$ cat src/polyline_ribbon_extruder_top_defines.svh
// Assertion macros for the polyline ribbon extruder
`ifndef POLYLINE_RIBBON_EXTRUDER_TOP_DEFINES_SVH
`define POLYLINE_RIBBON_EXTRUDER_TOP_DEFINES_SVH
`ifndef ASSERT_OFF
`define PRE_ASSERT_IMP(lbl, a, b) \
  lbl: assert property (@(posedge clk) disable iff (!rst_n) (a) |-> (b)) else $error("assertion failed");
`define PRE_ASSERT_NXT(lbl, a, b) \
  lbl: assert property (@(posedge clk) disable iff (!rst_n) (a) |=> (b)) else $error("assertion failed");
`else
`define PRE_ASSERT_IMP(lbl, a, b)
`define PRE_ASSERT_NXT(lbl, a, b)
`endif
`endif

$ cat src/pre_pkg.sv
// Package: types and constants of the polyline ribbon extruder
`timescale 1ns / 1ps
`default_nettype none
package pre_pkg;
  localparam int COORD_BITS_DEF = 24;
  localparam int INDEX_BITS_DEF = 32;
  localparam int W_BITS         = 20;
  localparam int Z_BITS         = 24;
  localparam int MAG_BITS       = 30;
  localparam int ROOT_BITS      = 31;
  localparam int DEN_BITS       = 32;
  localparam int QUO_BITS       = 21;
  localparam int NUM_BITS       = 81;
  localparam int CFG_IDX_BITS   = 3;
  localparam int CFG_DATA_BITS  = 24;

  localparam logic [CFG_IDX_BITS-1:0] CFG_ROAD       = 3'd0;
  localparam logic [CFG_IDX_BITS-1:0] CFG_PARKING    = 3'd1;
  localparam logic [CFG_IDX_BITS-1:0] CFG_PEDESTRIAN = 3'd2;
  localparam logic [CFG_IDX_BITS-1:0] CFG_HEIGHT     = 3'd3;

  localparam logic [1:0] CAT_ROAD    = 2'd0;
  localparam logic [1:0] CAT_PARKING = 2'd1;

  typedef enum logic [6:0] {
    S_IDLE = 7'b0000001,
    S_SQ   = 7'b0000010,
    S_NORM = 7'b0000100,
    S_ROOT = 7'b0001000,
    S_PROD = 7'b0010000,
    S_DIV  = 7'b0100000,
    S_EMIT = 7'b1000000
  } pre_state_t;

  typedef struct packed {
    logic busy;
    logic done;
  } pre_div_st_t;
endpackage
`default_nettype wire

$ cat src/pre_in_if.sv
// Interface: input point channel
`timescale 1ns / 1ps
`default_nettype none
interface pre_in_if #(parameter int COORD_BITS = 24);
  logic                         valid;
  logic                         ready;
  logic signed [COORD_BITS-1:0] point_x;
  logic signed [COORD_BITS-1:0] point_y;
  logic [1:0]                   category;
  logic                         first_point;
  modport source (output valid, point_x, point_y, category, first_point, input ready);
  modport sink (input valid, point_x, point_y, category, first_point, output ready);
endinterface
`default_nettype wire

$ cat src/pre_out_if.sv
// Interface: output vertex channel
`timescale 1ns / 1ps
`default_nettype none
interface pre_out_if #(parameter int COORD_BITS = 24, parameter int INDEX_BITS = 32);
  logic                         valid;
  logic                         ready;
  logic [INDEX_BITS-1:0]        vertex_index;
  logic signed [COORD_BITS-1:0] vertex_x;
  logic signed [COORD_BITS-1:0] vertex_y;
  logic signed [23:0]           vertex_z;
  logic                         last_of_quad;
  modport source (output valid, vertex_index, vertex_x, vertex_y, vertex_z, last_of_quad,
                  input ready);
  modport sink (input valid, vertex_index, vertex_x, vertex_y, vertex_z, last_of_quad,
                output ready);
endinterface
`default_nettype wire

$ cat src/polyline_ribbon_extruder_top.sv
// Top level: polyline to quad-strip extruder with shared multiplier, root and divider
//
//  channel | dir | handshake         | payload
//  in_ch   | in  | valid/ready       | point_x, point_y, category, first_point
//  out_ch  | out | valid/ready       | vertex_index, vertex_x, vertex_y, vertex_z, last_of_quad
//  cfg_*   | in  | cfg_we, no wait   | cfg_index, cfg_wdata
//
// A point that closes no segment leaves the block idle. A segment steps through accept,
// squares, normalize, square root (one bit pair per cycle), products, two divisions on the
// shared divider and four vertices, which wait on output stalls.
// The output register lets the last vertex wait while the next point is taken.
// Synchronous reset: state to idle; vertex index, previous point, config regs to zero.
`timescale 1ns / 1ps
`default_nettype none
`include "polyline_ribbon_extruder_top_defines.svh"
module polyline_ribbon_extruder_top import pre_pkg::*; #(
  parameter int COORD_BITS = COORD_BITS_DEF,
  parameter int INDEX_BITS = INDEX_BITS_DEF
) (
  input  wire logic                     clk,
  input  wire logic                     rst_n,
  pre_in_if.sink                        in_ch,
  pre_out_if.source                     out_ch,
  input  wire logic                     cfg_we,
  input  wire logic [CFG_IDX_BITS-1:0]  cfg_index,
  input  wire logic [CFG_DATA_BITS-1:0] cfg_wdata
);
  localparam int DW = COORD_BITS + 1;
  localparam int EW = 33;
  localparam int SW = ((COORD_BITS > W_BITS + 2) ? COORD_BITS : W_BITS + 2) + 1;
  localparam logic signed [SW-1:0] HI = SW'((64'sd1 <<< (COORD_BITS - 1)) - 64'sd1);
  localparam logic signed [SW-1:0] LO = -HI - SW'(1);

  pre_state_t state_r;
  logic [4:0] cnt_r;
  logic [W_BITS-1:0] road_r, park_r, ped_r;
  logic signed [Z_BITS-1:0] height_r;
  logic signed [COORD_BITS-1:0] prev_x_r, prev_y_r;
  logic have_prev_r;
  logic [INDEX_BITS-1:0] next_vtx_r;
  logic signed [COORD_BITS-1:0] ax_r, ay_r, bx_r, by_r;
  logic dx_neg_r, dy_pos_r;
  logic [W_BITS-1:0] w_r;
  logic [MAG_BITS-1:0] mx_r, my_r;
  logic [2*MAG_BITS-1:0] prod_r, acc_r;
  logic [61:0] v_r;
  logic [4:0] f_r;
  logic [ROOT_BITS+1:0] rem_r;
  logic [ROOT_BITS-1:0] root_r;
  logic [NUM_BITS-1:0] num_a_r, num_b_r;
  logic [QUO_BITS-1:0] offx_r, offy_r;
  logic div_phase_r;
  logic out_valid_r, out_last_r;
  logic [INDEX_BITS-1:0] out_idx_r;
  logic signed [COORD_BITS-1:0] out_x_r, out_y_r;
  logic signed [Z_BITS-1:0] out_z_r;

  logic in_ready, in_acc, seg, zero_len, norm_done, load;
  logic signed [DW-1:0] dx_c, dy_c;
  logic [DW-1:0] adx, ady;
  logic [EW-1:0] mxe, mye;
  logic [1:0] psh;
  logic [W_BITS-1:0] w_c;
  logic [MAG_BITS-1:0] mul_a, mul_b;
  logic [ROOT_BITS+3:0] rt_t, rt_trial;
  logic rt_ge;
  logic [NUM_BITS-1:0] num_c;
  logic div_start;
  logic [NUM_BITS-1:0] div_num;
  pre_div_st_t div_st;
  logic [QUO_BITS-1:0] div_quo;
  logic signed [SW-1:0] mag_x, mag_y, sum_x, sum_y;
  logic signed [COORD_BITS-1:0] base_x, base_y, sat_x, sat_y;

  assign in_ready    = state_r == S_IDLE;
  assign in_ch.ready = in_ready;
  assign in_acc      = in_ch.valid && in_ready;
  assign seg         = have_prev_r && !in_ch.first_point;
  assign dx_c = {in_ch.point_x[COORD_BITS-1], in_ch.point_x} - {prev_x_r[COORD_BITS-1], prev_x_r};
  assign dy_c = {in_ch.point_y[COORD_BITS-1], in_ch.point_y} - {prev_y_r[COORD_BITS-1], prev_y_r};
  assign zero_len = (dx_c == '0) && (dy_c == '0);
  assign adx = dx_c[DW-1] ? DW'(-dx_c) : DW'(dx_c);
  assign ady = dy_c[DW-1] ? DW'(-dy_c) : DW'(dy_c);
  assign mxe = EW'(adx);
  assign mye = EW'(ady);

  always_comb begin
    priority if (mxe[32:30] == '0 && mye[32:30] == '0) psh = 2'd0;
    else if (mxe[32:31] == '0 && mye[32:31] == '0)      psh = 2'd1;
    else if (!mxe[32] && !mye[32])                      psh = 2'd2;
    else                                                psh = 2'd3;
  end

  always_comb begin
    unique case (in_ch.category)
      CAT_ROAD:    w_c = road_r;
      CAT_PARKING: w_c = park_r;
      default:     w_c = ped_r;
    endcase
  end

  always_comb begin
    mul_a = mx_r;
    mul_b = mx_r;
    if (state_r == S_SQ && cnt_r == 5'd1) begin
      mul_a = my_r;
      mul_b = my_r;
    end else if (state_r == S_PROD) begin
      mul_a = (cnt_r == 5'd0) ? my_r : mx_r;
      mul_b = MAG_BITS'(w_r);
    end
  end

  assign norm_done = v_r[61] | v_r[60];
  assign rt_t      = {rem_r, v_r[61:60]};
  assign rt_trial  = {2'b00, root_r, 2'b01};
  assign rt_ge     = rt_t >= rt_trial;
  assign num_c     = (NUM_BITS'(prod_r[MAG_BITS+W_BITS-1:0]) << f_r) + NUM_BITS'(root_r);

  assign div_start = (state_r == S_PROD && cnt_r == 5'd2) ||
                     (state_r == S_DIV && div_st.done && !div_phase_r);
  assign div_num   = (state_r == S_PROD) ? num_a_r : num_b_r;

  pre_div u_div (
    .clk   (clk),
    .rst_n (rst_n),
    .start (div_start),
    .num   (div_num),
    .den   ({root_r, 1'b0}),
    .st    (div_st),
    .quo   (div_quo)
  );

  assign load   = state_r == S_EMIT && (!out_valid_r || out_ch.ready);
  assign base_x = cnt_r[1] ? bx_r : ax_r;
  assign base_y = cnt_r[1] ? by_r : ay_r;
  assign mag_x  = $signed(SW'(offx_r));
  assign mag_y  = $signed(SW'(offy_r));
  assign sum_x  = SW'(base_x) + ((dy_pos_r ^ cnt_r[0]) ? -mag_x : mag_x);
  assign sum_y  = SW'(base_y) + ((dx_neg_r ^ cnt_r[0]) ? -mag_y : mag_y);
  assign sat_x  = (sum_x > HI) ? HI[COORD_BITS-1:0] :
                  (sum_x < LO) ? LO[COORD_BITS-1:0] : sum_x[COORD_BITS-1:0];
  assign sat_y  = (sum_y > HI) ? HI[COORD_BITS-1:0] :
                  (sum_y < LO) ? LO[COORD_BITS-1:0] : sum_y[COORD_BITS-1:0];

  always_ff @(posedge clk) begin
    if (!rst_n) begin
      state_r     <= S_IDLE;
      cnt_r       <= '0;
      road_r      <= '0;
      park_r      <= '0;
      ped_r       <= '0;
      height_r    <= '0;
      prev_x_r    <= '0;
      prev_y_r    <= '0;
      have_prev_r <= 1'b0;
      next_vtx_r  <= '0;
      div_phase_r <= 1'b0;
      out_valid_r <= 1'b0;
    end else begin
      if (cfg_we) begin
        unique case (cfg_index)
          CFG_ROAD:       road_r   <= cfg_wdata[W_BITS-1:0];
          CFG_PARKING:    park_r   <= cfg_wdata[W_BITS-1:0];
          CFG_PEDESTRIAN: ped_r    <= cfg_wdata[W_BITS-1:0];
          CFG_HEIGHT:     height_r <= $signed(cfg_wdata[Z_BITS-1:0]);
          default: ;
        endcase
      end
      if (load) begin
        out_valid_r <= 1'b1;
      end else if (out_ch.ready) begin
        out_valid_r <= 1'b0;
      end
      unique case (state_r)
        S_IDLE: begin
          if (in_acc) begin
            prev_x_r    <= in_ch.point_x;
            prev_y_r    <= in_ch.point_y;
            have_prev_r <= 1'b1;
            if (seg && !zero_len) begin
              state_r <= S_SQ;
              cnt_r   <= '0;
            end
          end
        end
        S_SQ: begin
          cnt_r <= cnt_r + 1'b1;
          if (cnt_r == 5'd2) state_r <= S_NORM;
        end
        S_NORM: begin
          if (norm_done) begin
            state_r <= S_ROOT;
            cnt_r   <= 5'd30;
          end
        end
        S_ROOT: begin
          cnt_r <= cnt_r - 1'b1;
          if (cnt_r == '0) begin
            state_r <= S_PROD;
            cnt_r   <= '0;
          end
        end
        S_PROD: begin
          cnt_r <= cnt_r + 1'b1;
          if (cnt_r == 5'd2) begin
            state_r     <= S_DIV;
            div_phase_r <= 1'b0;
          end
        end
        S_DIV: begin
          if (div_st.done) begin
            if (div_phase_r) begin
              state_r <= S_EMIT;
              cnt_r   <= '0;
            end else begin
              div_phase_r <= 1'b1;
            end
          end
        end
        S_EMIT: begin
          if (load) begin
            cnt_r <= cnt_r + 1'b1;
            if (cnt_r == 5'd3) begin
              state_r    <= S_IDLE;
              next_vtx_r <= next_vtx_r + INDEX_BITS'(4);
            end
          end
        end
        default: state_r <= S_IDLE;
      endcase
    end
  end

  always_ff @(posedge clk) begin
    prod_r <= mul_a * mul_b;
    if (in_acc) begin
      ax_r     <= prev_x_r;
      ay_r     <= prev_y_r;
      bx_r     <= in_ch.point_x;
      by_r     <= in_ch.point_y;
      w_r      <= w_c;
      mx_r     <= MAG_BITS'(mxe >> psh);
      my_r     <= MAG_BITS'(mye >> psh);
      dx_neg_r <= dx_c[DW-1];
      dy_pos_r <= !dy_c[DW-1] && (dy_c != '0);
    end
    if (state_r == S_SQ && cnt_r == 5'd1) acc_r <= prod_r;
    if (state_r == S_SQ && cnt_r == 5'd2) begin
      v_r <= 62'(acc_r) + 62'(prod_r);
      f_r <= '0;
    end
    if (state_r == S_NORM) begin
      if (!norm_done) begin
        v_r <= {v_r[59:0], 2'b00};
        f_r <= f_r + 1'b1;
      end else begin
        rem_r  <= '0;
        root_r <= '0;
      end
    end
    if (state_r == S_ROOT) begin
      v_r    <= {v_r[59:0], 2'b00};
      rem_r  <= rt_ge ? (ROOT_BITS+2)'(rt_t - rt_trial) : rt_t[ROOT_BITS+1:0];
      root_r <= {root_r[ROOT_BITS-2:0], rt_ge};
    end
    if (state_r == S_PROD && cnt_r == 5'd1) num_a_r <= num_c;
    if (state_r == S_PROD && cnt_r == 5'd2) num_b_r <= num_c;
    if (state_r == S_DIV && div_st.done) begin
      if (div_phase_r) offy_r <= div_quo;
      else             offx_r <= div_quo;
    end
    if (load) begin
      out_idx_r  <= next_vtx_r + INDEX_BITS'(cnt_r[1:0]);
      out_x_r    <= sat_x;
      out_y_r    <= sat_y;
      out_z_r    <= height_r;
      out_last_r <= cnt_r[1:0] == 2'd3;
    end
  end

  assign out_ch.valid        = out_valid_r;
  assign out_ch.vertex_index = out_idx_r;
  assign out_ch.vertex_x     = out_x_r;
  assign out_ch.vertex_y     = out_y_r;
  assign out_ch.vertex_z     = out_z_r;
  assign out_ch.last_of_quad = out_last_r;

  `PRE_ASSERT_IMP(a_div_idle, state_r != S_DIV, !div_st.busy)
  `PRE_ASSERT_IMP(a_emit_cnt, state_r == S_EMIT, cnt_r <= 5'd3)
  `PRE_ASSERT_NXT(a_start_idle, in_acc && in_ch.first_point, in_ch.ready)
endmodule
`default_nettype wire

$ cat src/pre_div.sv
// Module: bit-serial restoring divider, one quotient bit per cycle
`timescale 1ns / 1ps
`default_nettype none
module pre_div import pre_pkg::*; (
  input  wire logic                clk,
  input  wire logic                rst_n,
  input  wire logic                start,
  input  wire logic [NUM_BITS-1:0] num,
  input  wire logic [DEN_BITS-1:0] den,
  output pre_div_st_t              st,
  output logic [QUO_BITS-1:0]      quo
);
  localparam int CW = $clog2(QUO_BITS + 1);

  logic [DEN_BITS-1:0] rem_r;
  logic [QUO_BITS-1:0] sh_r;
  logic [DEN_BITS-1:0] den_r;
  logic [CW-1:0]       cnt_r;
  logic                busy_r;
  logic                done_r;
  logic [DEN_BITS:0]   trial;
  logic                ge;

  assign trial = {rem_r, sh_r[QUO_BITS-1]};
  assign ge    = trial >= {1'b0, den_r};

  always_ff @(posedge clk) begin
    if (!rst_n) begin
      busy_r <= 1'b0;
      done_r <= 1'b0;
      cnt_r  <= '0;
    end else if (start) begin
      busy_r <= 1'b1;
      done_r <= 1'b0;
      cnt_r  <= CW'(QUO_BITS);
    end else if (busy_r) begin
      cnt_r <= cnt_r - 1'b1;
      if (cnt_r == CW'(1)) begin
        busy_r <= 1'b0;
        done_r <= 1'b1;
      end
    end else begin
      done_r <= 1'b0;
    end
  end

  always_ff @(posedge clk) begin
    if (start) begin
      rem_r <= num[QUO_BITS+DEN_BITS-1:QUO_BITS];
      sh_r  <= num[QUO_BITS-1:0];
      den_r <= den;
    end else if (busy_r) begin
      rem_r <= ge ? DEN_BITS'(trial - {1'b0, den_r}) : trial[DEN_BITS-1:0];
      sh_r  <= {sh_r[QUO_BITS-2:0], ge};
    end
  end

  assign st.busy = busy_r;
  assign st.done = done_r;
  assign quo     = sh_r;
endmodule
`default_nettype wire

$ cat src/flat_wrapper.sv
// flat-port wrapper written by rule: the top's interface ports become plain ports
module polyline_ribbon_extruder_top_flat import pre_pkg::*;
#(
  parameter int COORD_BITS = COORD_BITS_DEF,
  parameter int INDEX_BITS = INDEX_BITS_DEF
)
  (clk, rst_n, cfg_we, cfg_index, cfg_wdata, in_ch_valid, in_ch_point_x, in_ch_point_y, in_ch_category, in_ch_first_point, in_ch_ready, out_ch_valid, out_ch_vertex_index, out_ch_vertex_x, out_ch_vertex_y, out_ch_vertex_z, out_ch_last_of_quad, out_ch_ready);
  pre_in_if #(.COORD_BITS(COORD_BITS)) in_ch_i ();
  pre_out_if #(.COORD_BITS(COORD_BITS), .INDEX_BITS(INDEX_BITS)) out_ch_i ();
  input  wire logic clk;
  input  wire logic rst_n;
  input  wire logic cfg_we;
  input  wire logic [CFG_IDX_BITS-1:0] cfg_index;
  input  wire logic [CFG_DATA_BITS-1:0] cfg_wdata;
  input wire logic [$bits(in_ch_i.valid)-1:0] in_ch_valid;
  input wire logic [$bits(in_ch_i.point_x)-1:0] in_ch_point_x;
  input wire logic [$bits(in_ch_i.point_y)-1:0] in_ch_point_y;
  input wire logic [$bits(in_ch_i.category)-1:0] in_ch_category;
  input wire logic [$bits(in_ch_i.first_point)-1:0] in_ch_first_point;
  output wire logic [$bits(in_ch_i.ready)-1:0] in_ch_ready;
  output wire logic [$bits(out_ch_i.valid)-1:0] out_ch_valid;
  output wire logic [$bits(out_ch_i.vertex_index)-1:0] out_ch_vertex_index;
  output wire logic [$bits(out_ch_i.vertex_x)-1:0] out_ch_vertex_x;
  output wire logic [$bits(out_ch_i.vertex_y)-1:0] out_ch_vertex_y;
  output wire logic [$bits(out_ch_i.vertex_z)-1:0] out_ch_vertex_z;
  output wire logic [$bits(out_ch_i.last_of_quad)-1:0] out_ch_last_of_quad;
  input wire logic [$bits(out_ch_i.ready)-1:0] out_ch_ready;
  assign in_ch_i.valid = in_ch_valid;
  assign in_ch_i.point_x = in_ch_point_x;
  assign in_ch_i.point_y = in_ch_point_y;
  assign in_ch_i.category = in_ch_category;
  assign in_ch_i.first_point = in_ch_first_point;
  assign in_ch_ready = in_ch_i.ready;
  assign out_ch_valid = out_ch_i.valid;
  assign out_ch_vertex_index = out_ch_i.vertex_index;
  assign out_ch_vertex_x = out_ch_i.vertex_x;
  assign out_ch_vertex_y = out_ch_i.vertex_y;
  assign out_ch_vertex_z = out_ch_i.vertex_z;
  assign out_ch_last_of_quad = out_ch_i.last_of_quad;
  assign out_ch_i.ready = out_ch_ready;
  polyline_ribbon_extruder_top #(.COORD_BITS(COORD_BITS), .INDEX_BITS(INDEX_BITS)) u_core (.clk(clk), .rst_n(rst_n), .in_ch(in_ch_i), .out_ch(out_ch_i), .cfg_we(cfg_we), .cfg_index(cfg_index), .cfg_wdata(cfg_wdata));
endmodule
$ cat config.mk
export PLATFORM = sky130hd
export DESIGN_NAME = polyline_ribbon_extruder_top_flat
export DESIGN_NICKNAME = d
export VERILOG_FILES = /design/src/pre_pkg.sv /design/src/pre_in_if.sv /design/src/pre_out_if.sv /design/src/polyline_ribbon_extruder_top.sv /design/src/pre_div.sv /design/src/flat_wrapper.sv
export VERILOG_INCLUDE_DIRS = /design/src /design/src/src
export SDC_FILE = /design/constraint.sdc
export NUM_CORES = 2
export LEC_CHECK = 0
export BUFFER_PORTS_ARGS = -buffer_cell sky130_fd_sc_hd__buf_2
export CORE_MARGIN = 2
export CORE_UTILIZATION = 56
export DETAILED_ROUTE_END_ITERATION = 7
export PLACE_DENSITY = 0.73
export SYNTH_ARGS = -nofsm -noshare
export SYNTH_HDL_FRONTEND = slang
export SYNTH_SLANG_ARGS = --single-unit
export TNS_END_PERCENT = 30
$ cat constraint.sdc
create_clock -name clk -period 14.3 [get_ports clk]
set_clock_uncertainty 0.05 [all_clocks]
set_input_delay 0.715 -clock clk [delete_from_list [all_inputs] [get_ports clk]]
set_output_delay 0.715 -clock clk [all_outputs]
set_load 0.01 [all_outputs]
==> out/qor.txt <==
Setup crit start kind -> flop
Vias in the first global route -> 55146
Worst Path Required -> 14.82 ns
Commonest cells after routing, fill and taps aside -> nand2_1, inv_1, nor2_1
Area of the multi-input gates -> 43100 sq um
Post-synth EDFFs -> 622
Fmax -> 88.3 MHz
CP Max Fanout -> 55
Worst Path Arrival -> 11.85 ns
Most common cell after layout, fill and taps aside -> nand2_1
Final ANT Viol Nets -> 0
Fillers -> 10643
Minimum clock period -> 11.33 ns
Std cell rows -> 131
Top Ports -> 190
Number of max-cap violations -> 0
Hold Path Origin -> in_ch_point_x[4]
Crit Reg-Reg Startpoint -> u_core.state_r[6]$_SDFFE_PN0P_
Clock slew at reported path FFs -> 0.06 ns
Drt initial violations -> 5898
Initial antenna violation count -> 9
Slew headroom -> 0.0822
CTS max path bufs -> 3
Wire length of the first global-routing pass -> 309000 microns
Final-report hold violation count -> 0
First drt pass iteration count -> 8
Most used DFF post-synth -> edfxtp_1
# DRC -> 0
CTS tree -> done
Area growth syn-to-layout -> 8.37%
Slowest CP cell -> a311oi_1
Vias -> 55892
Final period util -> 0.792
CTS buffer count -> 97
Final #Nets -> 8653
IO buf count -> 189
Worst hold path type -> in2reg
Crit. End Element -> flop
Core area -> 128000 sq um
Syn Area/Cell -> 9.54 sq um
Syn_nets -> 8611
HPWL after DPL -> 146000 microns
GRT Total Usage -> 0.300
Setup CP Type -> reg2reg
Ys Warns -> 0
Sequential share of the synthesized area -> 0.344
Synth async-reset ratio -> 0
RSZ-0062 raised after global routing -> no
Largest net degree at the start of global routing -> 138
Final GP Congestion -> 0.980
Setup bufs post-CTS -> 0
Clock tree sinks -> 926
Die span in y -> 362 microns
Die X -> 362 microns
Slew Viols, Final -> 0
Worst Tran Pin Value -> 1.34 ns
Post-CTS Hold Buffers -> 0
Critical Path Start -> u_core.state_r[6]$_SDFFE_PN0P_
Setup violators final -> 0
DR vias/cell -> 5.99
Register area -> 24800 sq um
Most common cell on crit path -> fa_1
Status -> finished, final reports clean
Synthesized flop and latch total -> 926
WL/cell -> 21.0 microns
Remaining global-route overflow -> 0
Distinct cell type count after synthesis -> 103
Detailed-route wire length -> 196000 microns
Synth Instances -> 7540
Post-CTS resize count -> 0
Max incr delay on CP -> 0.79 ns
Initial Util -> 0.564
H-tree depth -> 3
Setup TNS -> 0 ns
Share of post-route cells with drive strength above 1 -> 0.0895
Clk root buf -> clkbuf_16
Full die area -> 131000 sq um
Mapped Area -> 71900 sq um
Worst skew pair latency -> 0.74 ns
per-stage QoR:
step                      hold slack (ns)  utilization  area [sq um]  setup WS, ns  std cells
after global routing                0.119        0.611         78000          2.30       9330
after floorplan                     0.358            -         71900          3.94       7540
after detailed placement            0.364        0.584         74500          3.15       9145
final                               0.145        0.611         78000          2.97       9331
after CTS                          0.0910        0.611         78000          3.08       9328
after global placement              0.361        0.584         74500          3.37       9145
flip-flops by register name (all words and copies together), names as in the netlist, 24 cells and up:
name                        count
u_core.my_r                    25
u_core.u_div.den_r             31
u_core.ay_r                    24
u_core.acc_r                   53
u_core.num_a_r                 53
u_core.out_ch.vertex_x         24
u_core.root_r                  31
u_core.rem_r                   33
u_core.out_ch.vertex_z         24
u_core.height_r                24
u_core.mx_r                    25
u_core.out_ch.vertex_index     32
u_core.u_div.rem_r             32
u_core.out_ch.vertex_y         24
u_core.num_b_r                 53
u_core.next_vtx_r              30
u_core.bx_r                    24
u_core.ax_r                    24
u_core.v_r                     62
u_core.prev_y_r                24
u_core.by_r                    24
u_core.prod_r                  53
u_core.prev_x_r                24
worst paths after layout:
kind                                                              to  slack (ns)  depth (start not counted)
worst max-delay path                       u_core.prod_r[49]$_DFF_P_        2.97                         32
worst min-delay path                        u_core.bx_r[4]$_DFFE_PP_        0.14                          1
worst max register to register             u_core.prod_r[49]$_DFF_P_        2.97                         32
worst min register to register  u_core.out_ch.vertex_z[22]$_DFFE_PP_        0.38                          0
cells in the mapped netlist (11+ instances only):
library cell,n,share of area
ha_1,453,0.079
xor2_1,136,0.017
xnor2_1,227,0.028
nand4_1,39,0.0034
nor3_1,78,0.0054
mux2_2,92,0.014
and3_1,54,0.0047
o21a_1,50,0.0052
buf_2,14,0.00097
a21boi_0,11,0.0011
dfxtp_1,304,0.085
mux2i_1,136,0.019
and2_1,55,0.0048
fa_1,535,0.15
a31oi_1,67,0.0058
buf_1,14,0.00073
a211oi_1,44,0.0046
o21ai_0,244,0.017
or2_2,26,0.0023
edfxtp_1,622,0.26
o31ai_1,30,0.0031
o21bai_1,39,0.0041
nor2b_1,33,0.0029
a22o_1,11,0.0013
o22ai_1,16,0.0014
inv_1,797,0.042
a21o_1,177,0.018
or4_1,11,0.0011
or3_1,47,0.0041
o2111ai_1,15,0.0018
mux4_2,64,0.020
nor4_1,27,0.0023
nand2_1,1116,0.058
clkbuf_1,288,0.015
o221ai_1,11,0.0013
nand2b_1,42,0.0037
nand3_1,112,0.0078
o211ai_1,26,0.0027
a211o_1,13,0.0016
a21oi_1,535,0.037
a22oi_1,19,0.0020
nor2_1,704,0.037
worst max-delay path: cells and delay by family, from the launching register on:
family	cells	cell delay [ns]
buf+inv	7	1.98
compound gates	5	1.48
simple gates	11	2.82
flops	1	0.36
xor+xnor	1	0.18
fa+ha+maj	8	4.18
per-layer routing:
metal	share of wire	GRT usage	routed length [microns]
met5	0.000071	0	14
met2	0.45	0.474	89000
met1	0.41	0.405	80800
met3	0.089	0.0586	17500
met4	0.044	0.126	8700
layout make-up:
cell class              count  share of cell area
diodes                      3           0.0000963
inverters                 800              0.0387
multi-input cells        5488               0.553
clock inverters            63              0.0104
well taps                1662              0.0267
repair buffers            269              0.0198
flip-flops and latches    926               0.318
clock buffers             120              0.0337
cell families (layout without fill, tap and decap cells):
family	after synthesis	count (layout)	share of synthesized area
mux	292	292	0.0534
fa+ha+maj	997	997	0.229
compound gates	1437	1437	0.126
other cells	0	3	0
simple gates	2398	2398	0.144
buf+inv	1126	1252	0.0596
flops	926	926	0.344
xor+xnor	364	364	0.0444
Power is not shown: default switching activity piles up to over one toggle a cycle in this logic, so the estimate is an artifact.
